`src/sv/cpr_pkg.sv`:
```
// ----------------------------------------------------------------------------
// cpr_pkg
// Shared types, sizes and helpers for the clock page replacement core.
// ----------------------------------------------------------------------------
package cpr_pkg;

   localparam int NUM_FRAMES = 64;
   localparam int PAGE_BITS  = 20;
   localparam int IDX_W      = $clog2(NUM_FRAMES);
   localparam int CNT_W      = $clog2(NUM_FRAMES + 1);

   // field widths fixed by the interface
   localparam int PAGE_FIELD_W = 20;
   localparam int FIDX_W       = 6;
   localparam int FIU_W        = 7;
   localparam int CSR_DATA_W   = 7;
   localparam int CSR_IDX_W    = 1;

   localparam logic [CSR_IDX_W-1:0] CSR_ENHANCED_MODE = 1'd0;
   localparam logic [CSR_IDX_W-1:0] CSR_FRAMES_IN_USE = 1'd1;

   localparam logic [FIU_W-1:0] FIU_RESET = 7'd64;

   typedef struct packed {
      logic [PAGE_FIELD_W-1:0] page_number;
      logic                    is_write;
   } req_type;

   typedef struct packed {
      logic                    hit;
      logic [FIDX_W-1:0]       frame_index;
      logic                    evicted;
      logic [PAGE_FIELD_W-1:0] victim_page;
      logic                    victim_dirty;
   } rsp_type;

   // controller to datapath
   typedef struct packed {
      logic load;
      logic scan;
      logic commit_hit;
      logic commit_free;
      logic vic_init;
      logic vic_step;
      logic commit_victim;
   } cmd_type;

   // datapath to controller
   typedef struct packed {
      logic done;
      logic hit;
      logic free;
      logic vic_stop;
   } sts_type;

   // ring successor of a frame index
   function automatic logic [IDX_W-1:0] next_idx(input logic [IDX_W-1:0] idx,
                                                 input logic [CNT_W-1:0] n);
      logic [CNT_W-1:0] inc;
      inc = CNT_W'(idx) + 1'b1;
      return (inc >= n) ? '0 : inc[IDX_W-1:0];
   endfunction

endpackage

```
`src/sv/clock_page_replacement_core.sv`:
```
// ----------------------------------------------------------------------------
// clock_page_replacement_core
// Clock page replacement with optional enhanced (ref, mod) victim choice.
//
//   channel   direction   handshake                payload
//   req_      in          req_valid / req_ready    req_data (page, write flag)
//   rsp_      out         rsp_valid / rsp_ready    rsp_data (hit, frame, victim)
//   csr_      in          csr_we                   csr_index, csr_wdata
//
// One access at a time. The lookup reads the frame table one entry a cycle
// and stops early when a hit turns up; a full-ring miss then walks the hand
// frame by frame (one ring pass in plain mode, up to three in enhanced mode).
// Reset clears all frame flags and the hand; the frame table needs no clearing.
// A waiting result word does not block the next request from being taken.
// ----------------------------------------------------------------------------
module clock_page_replacement_core (
   input  logic                              clock,
   input  logic                              reset,
   input  logic                              req_valid,
   output logic                              req_ready,
   input  cpr_pkg::req_type                  req_data,
   output logic                              rsp_valid,
   input  logic                              rsp_ready,
   output cpr_pkg::rsp_type                  rsp_data,
   input  logic                              csr_we,
   input  logic [cpr_pkg::CSR_IDX_W-1:0]     csr_index,
   input  logic [cpr_pkg::CSR_DATA_W-1:0]    csr_wdata
);

   cpr_pkg::cmd_type cmd;
   cpr_pkg::sts_type sts;

   cpr_ctrl u_ctrl (
      .clock     (clock),
      .reset     (reset),
      .req_valid (req_valid),
      .req_ready (req_ready),
      .rsp_valid (rsp_valid),
      .rsp_ready (rsp_ready),
      .cmd       (cmd),
      .sts       (sts)
   );

   cpr_dp u_dp (
      .clock     (clock),
      .reset     (reset),
      .csr_we    (csr_we),
      .csr_index (csr_index),
      .csr_wdata (csr_wdata),
      .req_data  (req_data),
      .rsp_data  (rsp_data),
      .cmd       (cmd),
      .sts       (sts)
   );

endmodule

```
`src/sv/cpr_ctrl.sv`:
```
// ----------------------------------------------------------------------------
// cpr_ctrl
// Sequencer: lookup scan, victim walk, commit and result handoff.
// ----------------------------------------------------------------------------
module cpr_ctrl (
   input  logic             clock,
   input  logic             reset,
   input  logic             req_valid,
   output logic             req_ready,
   output logic             rsp_valid,
   input  logic             rsp_ready,
   output cpr_pkg::cmd_type cmd,
   input  cpr_pkg::sts_type sts
);

   typedef enum logic [1:0] {
      ST_IDLE,
      ST_SCAN,
      ST_VICTIM,
      ST_FILL
   } state_type;

   state_type state_ff, state_in;
   logic      rsp_valid_ff, rsp_valid_in;
   logic      out_free;
   logic      commit;

   assign out_free  = !rsp_valid_ff || rsp_ready;
   assign req_ready = (state_ff == ST_IDLE);
   assign rsp_valid = rsp_valid_ff;
   assign commit    = cmd.commit_hit || cmd.commit_free || cmd.commit_victim;

   always_comb begin
      state_in = state_ff;
      cmd      = '0;
      unique case (state_ff)
         ST_IDLE: begin
            if (req_valid) begin
               cmd.load = 1'b1;
               state_in = ST_SCAN;
            end
         end
         ST_SCAN: begin
            cmd.scan = 1'b1;
            if (sts.done) begin
               if (sts.hit) begin
                  if (out_free) begin
                     cmd.commit_hit = 1'b1;
                     state_in       = ST_IDLE;
                  end
               end else if (sts.free) begin
                  if (out_free) begin
                     cmd.commit_free = 1'b1;
                     state_in        = ST_IDLE;
                  end
               end else begin
                  cmd.vic_init = 1'b1;
                  state_in     = ST_VICTIM;
               end
            end
         end
         ST_VICTIM: begin
            cmd.vic_step = 1'b1;
            if (sts.vic_stop) begin
               state_in = ST_FILL;
            end
         end
         ST_FILL: begin
            if (out_free) begin
               cmd.commit_victim = 1'b1;
               state_in          = ST_IDLE;
            end
         end
         default: state_in = ST_IDLE;
      endcase
   end

   always_comb begin
      rsp_valid_in = rsp_valid_ff;
      if (commit) begin
         rsp_valid_in = 1'b1;
      end else if (rsp_ready) begin
         rsp_valid_in = 1'b0;
      end
   end

   always_ff @(posedge clock) begin
      if (reset) begin
         state_ff     <= ST_IDLE;
         rsp_valid_ff <= 1'b0;
      end else begin
         state_ff     <= state_in;
         rsp_valid_ff <= rsp_valid_in;
      end
   end

   // a result word is never overwritten before it is taken
   a_no_overwrite: assert property (@(posedge clock) disable iff (reset)
      (rsp_valid_ff && !rsp_ready) |-> !commit)
      else $error("result overwritten");

   // the walk only begins after a scan that found neither hit nor free frame
   a_walk_entry: assert property (@(posedge clock) disable iff (reset)
      cmd.vic_init |-> (sts.done && !sts.hit && !sts.free))
      else $error("victim walk without full ring");

   // a commit always returns to idle
   a_commit_idle: assert property (@(posedge clock) disable iff (reset)
      commit |=> (state_ff == ST_IDLE))
      else $error("commit did not return to idle");

endmodule

```
`src/sv/cpr_dp.sv`:
```
// ----------------------------------------------------------------------------
// cpr_dp
// Frame table, flag vectors, clock hand, lookup pipeline and victim walk.
// ----------------------------------------------------------------------------
module cpr_dp (
   input  logic                                 clock,
   input  logic                                 reset,
   input  logic                                 csr_we,
   input  logic [cpr_pkg::CSR_IDX_W-1:0]        csr_index,
   input  logic [cpr_pkg::CSR_DATA_W-1:0]       csr_wdata,
   input  cpr_pkg::req_type                     req_data,
   output cpr_pkg::rsp_type                     rsp_data,
   input  cpr_pkg::cmd_type                     cmd,
   output cpr_pkg::sts_type                     sts
);

   localparam int NF    = cpr_pkg::NUM_FRAMES;
   localparam int IDX_W = cpr_pkg::IDX_W;
   localparam int CNT_W = cpr_pkg::CNT_W;
   localparam int PB    = cpr_pkg::PAGE_BITS;

   // configuration
   logic                       enh_ff;
   logic [cpr_pkg::FIU_W-1:0]  fiu_ff;
   logic [CNT_W-1:0]           ring_n;

   // frame table and flags
   logic [PB-1:0]              page_mem [NF];
   logic [NF-1:0]              valid_ff, valid_in;
   logic [NF-1:0]              ref_ff, ref_in;
   logic [NF-1:0]              mod_ff, mod_in;
   logic [IDX_W-1:0]           hand_ff, hand_in, hand_norm;

   // request held during the operation
   logic [PB-1:0]              page_ff;
   logic                       wr_ff;

   // lookup scan
   logic [IDX_W-1:0]           ptr_ff, ptr_in;
   logic [CNT_W-1:0]           cnt_ff, cnt_in;
   logic                       d_valid_ff, d_valid_in;
   logic [IDX_W-1:0]           d_idx_ff, d_idx_in;
   logic                       d_last_ff, d_last_in;
   logic [PB-1:0]              rdata_ff;
   logic                       done_ff, done_in;
   logic                       hit_ff, hit_in;
   logic [IDX_W-1:0]           hit_idx_ff, hit_idx_in;
   logic                       free_ff, free_in;
   logic [IDX_W-1:0]           free_idx_ff, free_idx_in;
   logic                       issue;
   logic [IDX_W-1:0]           rd_addr;

   // victim walk
   logic [2:0]                 phase_ff, phase_in;
   logic [CNT_W-1:0]           k_ff, k_in;
   logic                       ref_h, mod_h, vic_stop;

   // table write
   logic                       mem_we;
   logic [IDX_W-1:0]           mem_waddr;

   cpr_pkg::rsp_type           rsp_ff, rsp_in;

   // ring size with out-of-range values clamped
   always_comb begin
      if (fiu_ff == '0) begin
         ring_n = CNT_W'(1);
      end else if (CNT_W'(fiu_ff) > CNT_W'(NF)) begin
         ring_n = CNT_W'(NF);
      end else begin
         ring_n = CNT_W'(fiu_ff);
      end
   end

   assign hand_norm = (CNT_W'(hand_ff) >= ring_n) ? '0 : hand_ff;

   always_ff @(posedge clock) begin
      if (reset) begin
         enh_ff <= 1'b0;
         fiu_ff <= cpr_pkg::FIU_RESET;
      end else if (csr_we) begin
         unique case (csr_index)
            cpr_pkg::CSR_ENHANCED_MODE: enh_ff <= csr_wdata[0];
            cpr_pkg::CSR_FRAMES_IN_USE: fiu_ff <= csr_wdata[cpr_pkg::FIU_W-1:0];
            default: ;
         endcase
      end
   end

   // lookup: one read issued per cycle, compared in the next cycle
   assign issue   = cmd.scan && !done_ff && (cnt_ff != ring_n);
   assign rd_addr = cmd.scan ? ptr_ff : hand_ff;

   always_comb begin
      ptr_in      = ptr_ff;
      cnt_in      = cnt_ff;
      d_valid_in  = issue;
      d_idx_in    = ptr_ff;
      d_last_in   = (cnt_ff + 1'b1) == ring_n;
      done_in     = done_ff;
      hit_in      = hit_ff;
      hit_idx_in  = hit_idx_ff;
      free_in     = free_ff;
      free_idx_in = free_idx_ff;
      if (cmd.load) begin
         ptr_in     = hand_norm;
         cnt_in     = '0;
         d_valid_in = 1'b0;
         done_in    = 1'b0;
         hit_in     = 1'b0;
         free_in    = 1'b0;
      end else begin
         if (issue) begin
            ptr_in = cpr_pkg::next_idx(ptr_ff, ring_n);
            cnt_in = cnt_ff + 1'b1;
         end
         if (d_valid_ff && !done_ff) begin
            if (valid_ff[d_idx_ff] && (rdata_ff == page_ff)) begin
               hit_in     = 1'b1;
               hit_idx_in = d_idx_ff;
               done_in    = 1'b1;
            end else begin
               if (!valid_ff[d_idx_ff] && !free_ff) begin
                  free_in     = 1'b1;
                  free_idx_in = d_idx_ff;
               end
               if (d_last_ff) begin
                  done_in = 1'b1;
               end
            end
         end
      end
   end

   // victim choice at the hand
   assign ref_h = ref_ff[hand_ff];
   assign mod_h = mod_ff[hand_ff];

   always_comb begin
      if (!enh_ff) begin
         vic_stop = !ref_h;
      end else if (phase_ff[2]) begin
         vic_stop = 1'b1;
      end else if (!phase_ff[0]) begin
         vic_stop = !ref_h && !mod_h;
      end else begin
         vic_stop = !ref_h && mod_h;
      end
   end

   always_comb begin
      hand_in   = hand_ff;
      phase_in  = phase_ff;
      k_in      = k_ff;
      valid_in  = valid_ff;
      ref_in    = ref_ff;
      mod_in    = mod_ff;
      mem_we    = 1'b0;
      mem_waddr = hand_ff;
      rsp_in    = rsp_ff;
      if (cmd.load) begin
         hand_in = hand_norm;
      end
      if (cmd.vic_init) begin
         phase_in = '0;
         k_in     = '0;
      end
      if (cmd.vic_step && !vic_stop) begin
         // plain mode and the modified pass take away the second chance
         if (!enh_ff || (phase_ff[0] && ref_h)) begin
            ref_in[hand_ff] = 1'b0;
         end
         hand_in = cpr_pkg::next_idx(hand_ff, ring_n);
         if ((k_ff + 1'b1) == ring_n) begin
            k_in     = '0;
            phase_in = phase_ff + 1'b1;
         end else begin
            k_in = k_ff + 1'b1;
         end
      end
      if (cmd.commit_hit) begin
         ref_in[hit_idx_ff] = 1'b1;
         if (wr_ff) begin
            mod_in[hit_idx_ff] = 1'b1;
         end
         rsp_in             = '0;
         rsp_in.hit         = 1'b1;
         rsp_in.frame_index = cpr_pkg::FIDX_W'(hit_idx_ff);
      end
      if (cmd.commit_free || cmd.commit_victim) begin
         mem_we             = 1'b1;
         mem_waddr          = cmd.commit_free ? free_idx_ff : hand_ff;
         valid_in[mem_waddr] = 1'b1;
         ref_in[mem_waddr]  = 1'b1;
         mod_in[mem_waddr]  = wr_ff;
         rsp_in             = '0;
         rsp_in.frame_index = cpr_pkg::FIDX_W'(mem_waddr);
         if (cmd.commit_victim) begin
            rsp_in.evicted      = 1'b1;
            rsp_in.victim_page  = cpr_pkg::PAGE_FIELD_W'(rdata_ff);
            rsp_in.victim_dirty = mod_h;
         end
      end
   end

   always_ff @(posedge clock) begin
      rdata_ff <= page_mem[rd_addr];
      if (mem_we) begin
         page_mem[mem_waddr] <= page_ff;
      end
   end

   always_ff @(posedge clock) begin
      if (reset) begin
         valid_ff   <= '0;
         ref_ff     <= '0;
         mod_ff     <= '0;
         hand_ff    <= '0;
         d_valid_ff <= 1'b0;
         done_ff    <= 1'b0;
         hit_ff     <= 1'b0;
         free_ff    <= 1'b0;
      end else begin
         valid_ff   <= valid_in;
         ref_ff     <= ref_in;
         mod_ff     <= mod_in;
         hand_ff    <= hand_in;
         d_valid_ff <= d_valid_in;
         done_ff    <= done_in;
         hit_ff     <= hit_in;
         free_ff    <= free_in;
      end
   end

   always_ff @(posedge clock) begin
      if (cmd.load) begin
         page_ff <= req_data.page_number[PB-1:0];
         wr_ff   <= req_data.is_write;
      end
      ptr_ff      <= ptr_in;
      cnt_ff      <= cnt_in;
      d_idx_ff    <= d_idx_in;
      d_last_ff   <= d_last_in;
      hit_idx_ff  <= hit_idx_in;
      free_idx_ff <= free_idx_in;
      phase_ff    <= phase_in;
      k_ff        <= k_in;
      rsp_ff      <= rsp_in;
   end

   assign rsp_data     = rsp_ff;
   assign sts.done     = done_ff;
   assign sts.hit      = hit_ff;
   assign sts.free     = free_ff;
   assign sts.vic_stop = vic_stop;

   // after a request is taken the hand lies inside the ring
   a_hand_in_ring: assert property (@(posedge clock) disable iff (reset)
      $past(cmd.load) |-> (CNT_W'(hand_ff) < ring_n))
      else $error("hand outside ring");

   // a free fill only lands on an empty frame
   a_free_empty: assert property (@(posedge clock) disable iff (reset)
      cmd.commit_free |-> (free_ff && !valid_ff[free_idx_ff]))
      else $error("free fill on occupied frame");

   // a victim is always a resident frame
   a_victim_valid: assert property (@(posedge clock) disable iff (reset)
      cmd.commit_victim |-> valid_ff[hand_ff])
      else $error("victim frame not resident");

endmodule

```
`config.mk`:
```
export PLATFORM = sky130hd
export DESIGN_NAME = clock_page_replacement_core
export DESIGN_NICKNAME = d
export VERILOG_FILES = /design/src/sv/cpr_pkg.sv /design/src/sv/clock_page_replacement_core.sv /design/src/sv/cpr_ctrl.sv /design/src/sv/cpr_dp.sv
export SDC_FILE = /design/constraint.sdc
export NUM_CORES = 2
export LEC_CHECK = 0
export ABC_AREA = 1
export BUFFER_PORTS_ARGS = -buffer_cell sky130_fd_sc_hd__buf_4
export CORE_ASPECT_RATIO = 1.25
export CORE_MARGIN = 8
export CORE_UTILIZATION = 44
export CTS_CLUSTER_DIAMETER = 200
export CTS_CLUSTER_SIZE = 25
export DETAILED_ROUTE_END_ITERATION = 12
export PLACE_DENSITY = 0.58
export SLEW_MARGIN = 25
export SYNTH_ARGS = -nofsm -noshare
export SYNTH_HDL_FRONTEND = slang
export SYNTH_HIERARCHICAL = 1
export SYNTH_SLANG_ARGS = --single-unit
```
`constraint.sdc`:
```
create_clock -name clock -period 3.13 [get_ports clock]
set_input_delay 0.1565 -clock clock [delete_from_list [all_inputs] [get_ports clock]]
set_output_delay 0.1565 -clock clock [all_outputs]
set_load 0.01 [all_outputs]
```
### Word-level counts from Yosys, hierarchy flattened

Memory sizes are Yosys's and may differ from the RTL's. A register that Yosys moved wholly into a read port is not among the register bits.
Cells that the tools add are included.

* output and inout bits: 31
* memories kept: 1
* word-level logic and storage cells: 174
* memory bits (writable): 1280
* bits in registers: 305

Memories
* u_dp.page_mem: depth 64, bits a word 20, rd ports 1, clocked after Yosys merged registers in 1, wr ports 1, RTL line cpr_dp.sv:28 `logic [PB-1:0] page_mem [NF];`

* order comparisons: 11
* eq/ne operators: 10
* multiplexer cells: 69
* $add $sub $neg: 5
* reduce and logical (&&, ||, !) cells: 42
* bitwise gates (word level): 9

Operator list (count)
* $mux 64: 7
* $or 64x64->64: 4
* $and 64x64->64: 1
* $bwmux 64: 1
* $not 64->64: 1
* $mux 6: 10
* $mux 28: 2
* $mux 7: 5
* $lt 6x7->1 const B: 4
* $mux 1: 24
* $mux 22: 1
* $eq 20x20->1: 1
* $bmux 1 s6: 3
* $demux 1 s6: 3
* $ge 6x1->1 const B: 3
* $add 6x1->7 const B: 2
* $add 7x1->7 const B: 2
* $eq 7x7->1: 2
* $ge 7x7->1: 2
* $mux 2: 7
* $logic_and 1x1->1: 12
* $mux 3: 4
* $reduce_bool 2->1: 6
* $reduce_and 3->1: 3
* 18 further kinds: 36

### Depth between registers and ports, before layout

* depth after elaboration: 14
* mapped depth: 24
* gate-level depth less buffers: 20

### By module

Netlist, hierarchy kept.

Modules (own cells, without submodules)
* cpr_dp: times used 1, area an instance 66995.5 µm², cells an instance 6070
* cpr_ctrl: times used 1, area an instance 281.5 µm², cells an instance 46

### Worst setup path after synthesis

Ideal clock, no wire load.

* kind: flip-flop to flip-flop
* start: register u_ctrl.state_ff[0]
* end: register u_dp.mod_ff[48]
* stages on the path, launching flop included: 21
* setup slack: -0.210 ns
* data arrival time: 3.270 ns
* cell sequence: dfxtp_1 buf_6 inv_4 nor2_4 nand2_2 nor3_4 buf_4 inv_1 or2_1 o21ai_1 inv_1 nor2_1 inv_1 nor2_1 inv_2 buf_2 nor2_1 a21oi_1 inv_1 nand2_1 a21oi_1

RTL lines
* start, declared: RTL line cpr_ctrl.sv:23 `state_type state_ff, state_in;`
* start signal, assigned: RTL line cpr_ctrl.sv:92 `state_ff <= state_in;`
* end signal, assigned: RTL line cpr_dp.sv:226 `mod_ff <= mod_in;`
* end, declared: RTL line cpr_dp.sv:31 `logic [NF-1:0] mod_ff, mod_in;`

### Worst setup path in the final report

* start: register u_dp.hand_ff[1]
* end: register u_dp.rdata_ff[3] (read register of u_dp.page_mem)

* cells in the longest elaborated chain, start to end: 1

Ends and longest elaborated chain
* start, declared: RTL line cpr_dp.sv:32 `logic [IDX_W-1:0] hand_ff, hand_in, hand_norm;`
* start signal, assigned: RTL line cpr_dp.sv:227 `hand_ff <= hand_in;`
* $mux 6: RTL line cpr_dp.sv:92 `assign rd_addr = cmd.scan ? ptr_ff : hand_ff;`
* end, declared: RTL line cpr_dp.sv:44 `logic [PB-1:0] rdata_ff;`

Every way passes these cells.
A chain may end at the register's enable or synchronous reset.

==> results.txt <==
Status = finished clean
First-pass GRT wire length = 313 mm
Top delay family on crit path = buffers and inverters
Worst Path Required = 3.79 ns
Instance count on the critical path = 11
Pwr dens = 693 nW/um2
Number of max-cap violations = 0
CP Max Fanout = 83
Synth Net Count = 6172
Routed WL = 217 mm
Gate power share = 31.1%
Reg2Reg Setup Slack = 0.04 ns
Chip width = 366 um
Post-route minimum period = 3.09 ns
Fill cell count = 13400
Layout cells sized above 1 = 11.4%
Crit path launch type = flop
Setup CP Type = flop to flop
Yosys cell types = 50
Antenna violations before repair = 6
Number of synthesized register bits = 1605
Total CTS buffers = 74
# placed instances = 8263
Io pins = 65
Crit path capture = u_dp/rdata_ff[3]
RSZ-0062 raised after global routing = true
Register area share after synthesis = 67.9%
DR pass1 iterations = 6
Share of the synthesized area in the top cell type = 60.4%
Non-Filler Instances = 8451
Clock Latency Late Sink = 0.74 ns
Slew Viols, Final = 0
Worst Setup End Kind = flop
Post-DRT Antenna Nets = 0
Buf/Inv on CP = 4
Arr. time, crit path = 3.76 ns
Most frequent cell after synthesis = edfxtp_1
Synth Flop Type = edfxtp_1
Largest net degree at the start of global routing = 139
Worst slew margin = 32.3%
RD Place Congestion = 0.928
Area Growth Syn to Fin = 13.8%
Die footprint = 166000 um2
Vias in the first global route = 46500
GR Overflow Total = 0
Worst setup margin = 0.0359 ns
Vias per cell = 5.79
Worst stage delay on the critical path = 0.43 ns
Vias = 49000
CORE AREA = 152000 um2
Synth warnings = 6
Post-DP HPWL = 138 mm
R2r endpoint = u_dp/rdata_ff[3]
H-tree levels = 3
Path depth of the worst reg2reg path = 11
Final hold vios = 0
PortBufs = 64
Peak Freq = 0.323 GHz
Post-synth ARST share = 0%
Clock Tree Buf Depth = 3
WL/cell = 25.7 um
FF-to-FF Start = u_dp/hand_ff[1]
Slowest CP cell = dfxtp_1
Sw Share = 35.3%
Clk_skew = 0.0388 ns
Gate Count Post-Synth = 6116
VDD IR max = 0.495 mV
Clock power share = 21.5%
Avg Inst Size Synth = 11.0 um2
Final setup fails = 0
Post-synth design cell area = 67300 um2
Drc violations = 0
Seq pwr share = 47.4%
Worst Setup SP = u_dp/hand_ff[1]
Post-synth EDFFs = 1354
Nets = 6413
Initial Utilization = 44.3%
Clock Pin Slew Worst Setup and Hold Paths = 0.12 ns
Post-synth top area cell = edfxtp_1
Synth cell count leaders = edfxtp_1, nor2_1, o21ai_0
CTS tree = yes
Die H = 453 um
Setup slack at placement = -0.107 ns
Cell row count = 160
Clock sink count = 1605
Critical-path cell list = inv_1, buf_4, o21ai_4, buf_12, buf_4, o21ai_0, o221ai_1, o211ai_1, nand3_1, nand3_1, nand2_1
Largest cells by area after synthesis = edfxtp_1, dfxtp_1, o21ai_0
Internal power = 34400 uW
Min-Delay Path Class = primary input to flop
Leak = 0.0269 uW
GR Util All Layers = 25.2%
Iter 0 DRT Violations = 5122
Period utilization = 98.9%
Worst-margin pin slew = 1.01 ns
Switch Pwr = 18700 uW
CTS root buf = clkbuf_16
## through the flow
stage	util [%]	hold WS, ns	power [uW]	TNS, ns	cell area (um2)
detailed placement	48.6	0.336	41900	-0.355	73900
finish	50.4	0.0704	53100	0	76600
global route	50.4	0.124	55100	-0.0489	76600
CTS	50.3	0.0142	53200	0	76500
global placement	48.6	0.337	41800	-0.104	73900
floorplan	-	0.223	33600	-31.93	67300
## cell usage in the layout, fill, tap and decap left out, types with 134 or more instances in the layout
cell type	n
edfxtp_1	1354
nor2_1	857
o21ai_0	790
nand2_1	725
buf_4	384
inv_1	368
nand3_1	358
dfxtp_1	249
a21oi_1	226
o22ai_1	164
o221ai_1	161
o211ai_1	160
buf_12	134
## area by class of cell
class | instances | area, um2 | area share (%)
diodes | 8 | 20.0 | 0.0261
clock buffers | 130 | 2080 | 2.72
clock inverters | 7 | 87.6 | 0.114
inverters | 404 | 1540 | 2.01
multi-input cells | 3709 | 18600 | 24.3
flip-flops and latches | 1605 | 45700 | 59.7
well taps | 2025 | 2530 | 3.31
repair buffers | 563 | 6050 | 7.90
## per-layer routing
metal	global-route usage [%]	wire, um	up-vias
met2	43.4	107000	1920
li1	-	-	22300
met1	31.2	85000	24400
met3	2.89	12900	404
met4	13.1	12000	0
met5	0	0	-
## worst min path at each step
| stage | depth (start not counted) | to | slack (ns) | start |
|---|---|---|---|---|
| floorplan | 1 | u_ctrl/rsp_valid | 0.22 | reset |
| global placement | 1 | u_dp/page_ff[17] | 0.34 | req_data[18] |
| detailed placement | 1 | u_dp/page_ff[1] | 0.34 | req_data[2] |
| CTS | 5 | u_dp/fiu_ff[0] | 0.01 | csr_index |
| global route | 2 | u_dp/page_ff[1] | 0.12 | req_data[2] |
| finish | 5 | u_dp/fiu_ff[0] | 0.07 | csr_index |
## what timing repair did
action / in CTS / in global routing
cloned: 0 / 1
resized for setup: 1 / 12
hold endpoints to repair: 36 / 0
setup buffers: 1 / 0
pin swaps: 1 / 0
hold buffers: 41 / 0
setup endpoints to repair: 9 / 67
## worst min-delay path: cells and delay by family
family | cells | cell delay [ns]
AND/OR/NAND/NOR | 3 | 0.32
buffers and inverters | 2 | 0.31
## power by group through the flow
| stage | Combinational [uW] | Sequential (uW) | Clock, uW |
|---|---|---|---|
| finish | 16500 | 25100 | 11400 |
| global route | 17700 | 25100 | 12300 |
| CTS | 16400 | 25100 | 11700 |
| detailed placement | 16300 | 25600 | 0 |
| global placement | 16100 | 25600 | 0 |
| floorplan | 8110 | 25400 | 0 |
## cell families (layout without fill, tap and decap cells)
kind of cell | after synthesis | in the layout | synth area share [%]
compound gates | 1573 | 1573 | 13.7
xor+xnor | 38 | 38 | 0.495
fa+ha+maj | 22 | 22 | 0.409
buf+inv | 802 | 1104 | 4.84
flops | 1605 | 1605 | 67.9
other cells | 0 | 8 | 0
simple gates | 2076 | 2076 | 12.6
## flip-flops by register name, indices dropped and copies added, names as in the netlist, 2 cells and up
register,flops
u_dp/rdata_ff,20
u_dp/page_mem,1280
u_dp/rsp_data,29
u_dp/fiu_ff,7
u_dp/cnt_ff,7
u_dp/d_idx_ff,6
u_dp/k_ff,7
u_dp/d_idx_in,6
u_dp/hit_idx_ff,6
u_dp/phase_ff,3
u_dp/valid_ff,64
u_dp/hand_ff,6
u_ctrl/state_ff,2
u_dp/mod_ff,64
u_dp/free_idx_ff,6
u_dp/page_ff,20
u_dp/ref_ff,64
(Power assumes the default switching activity.)
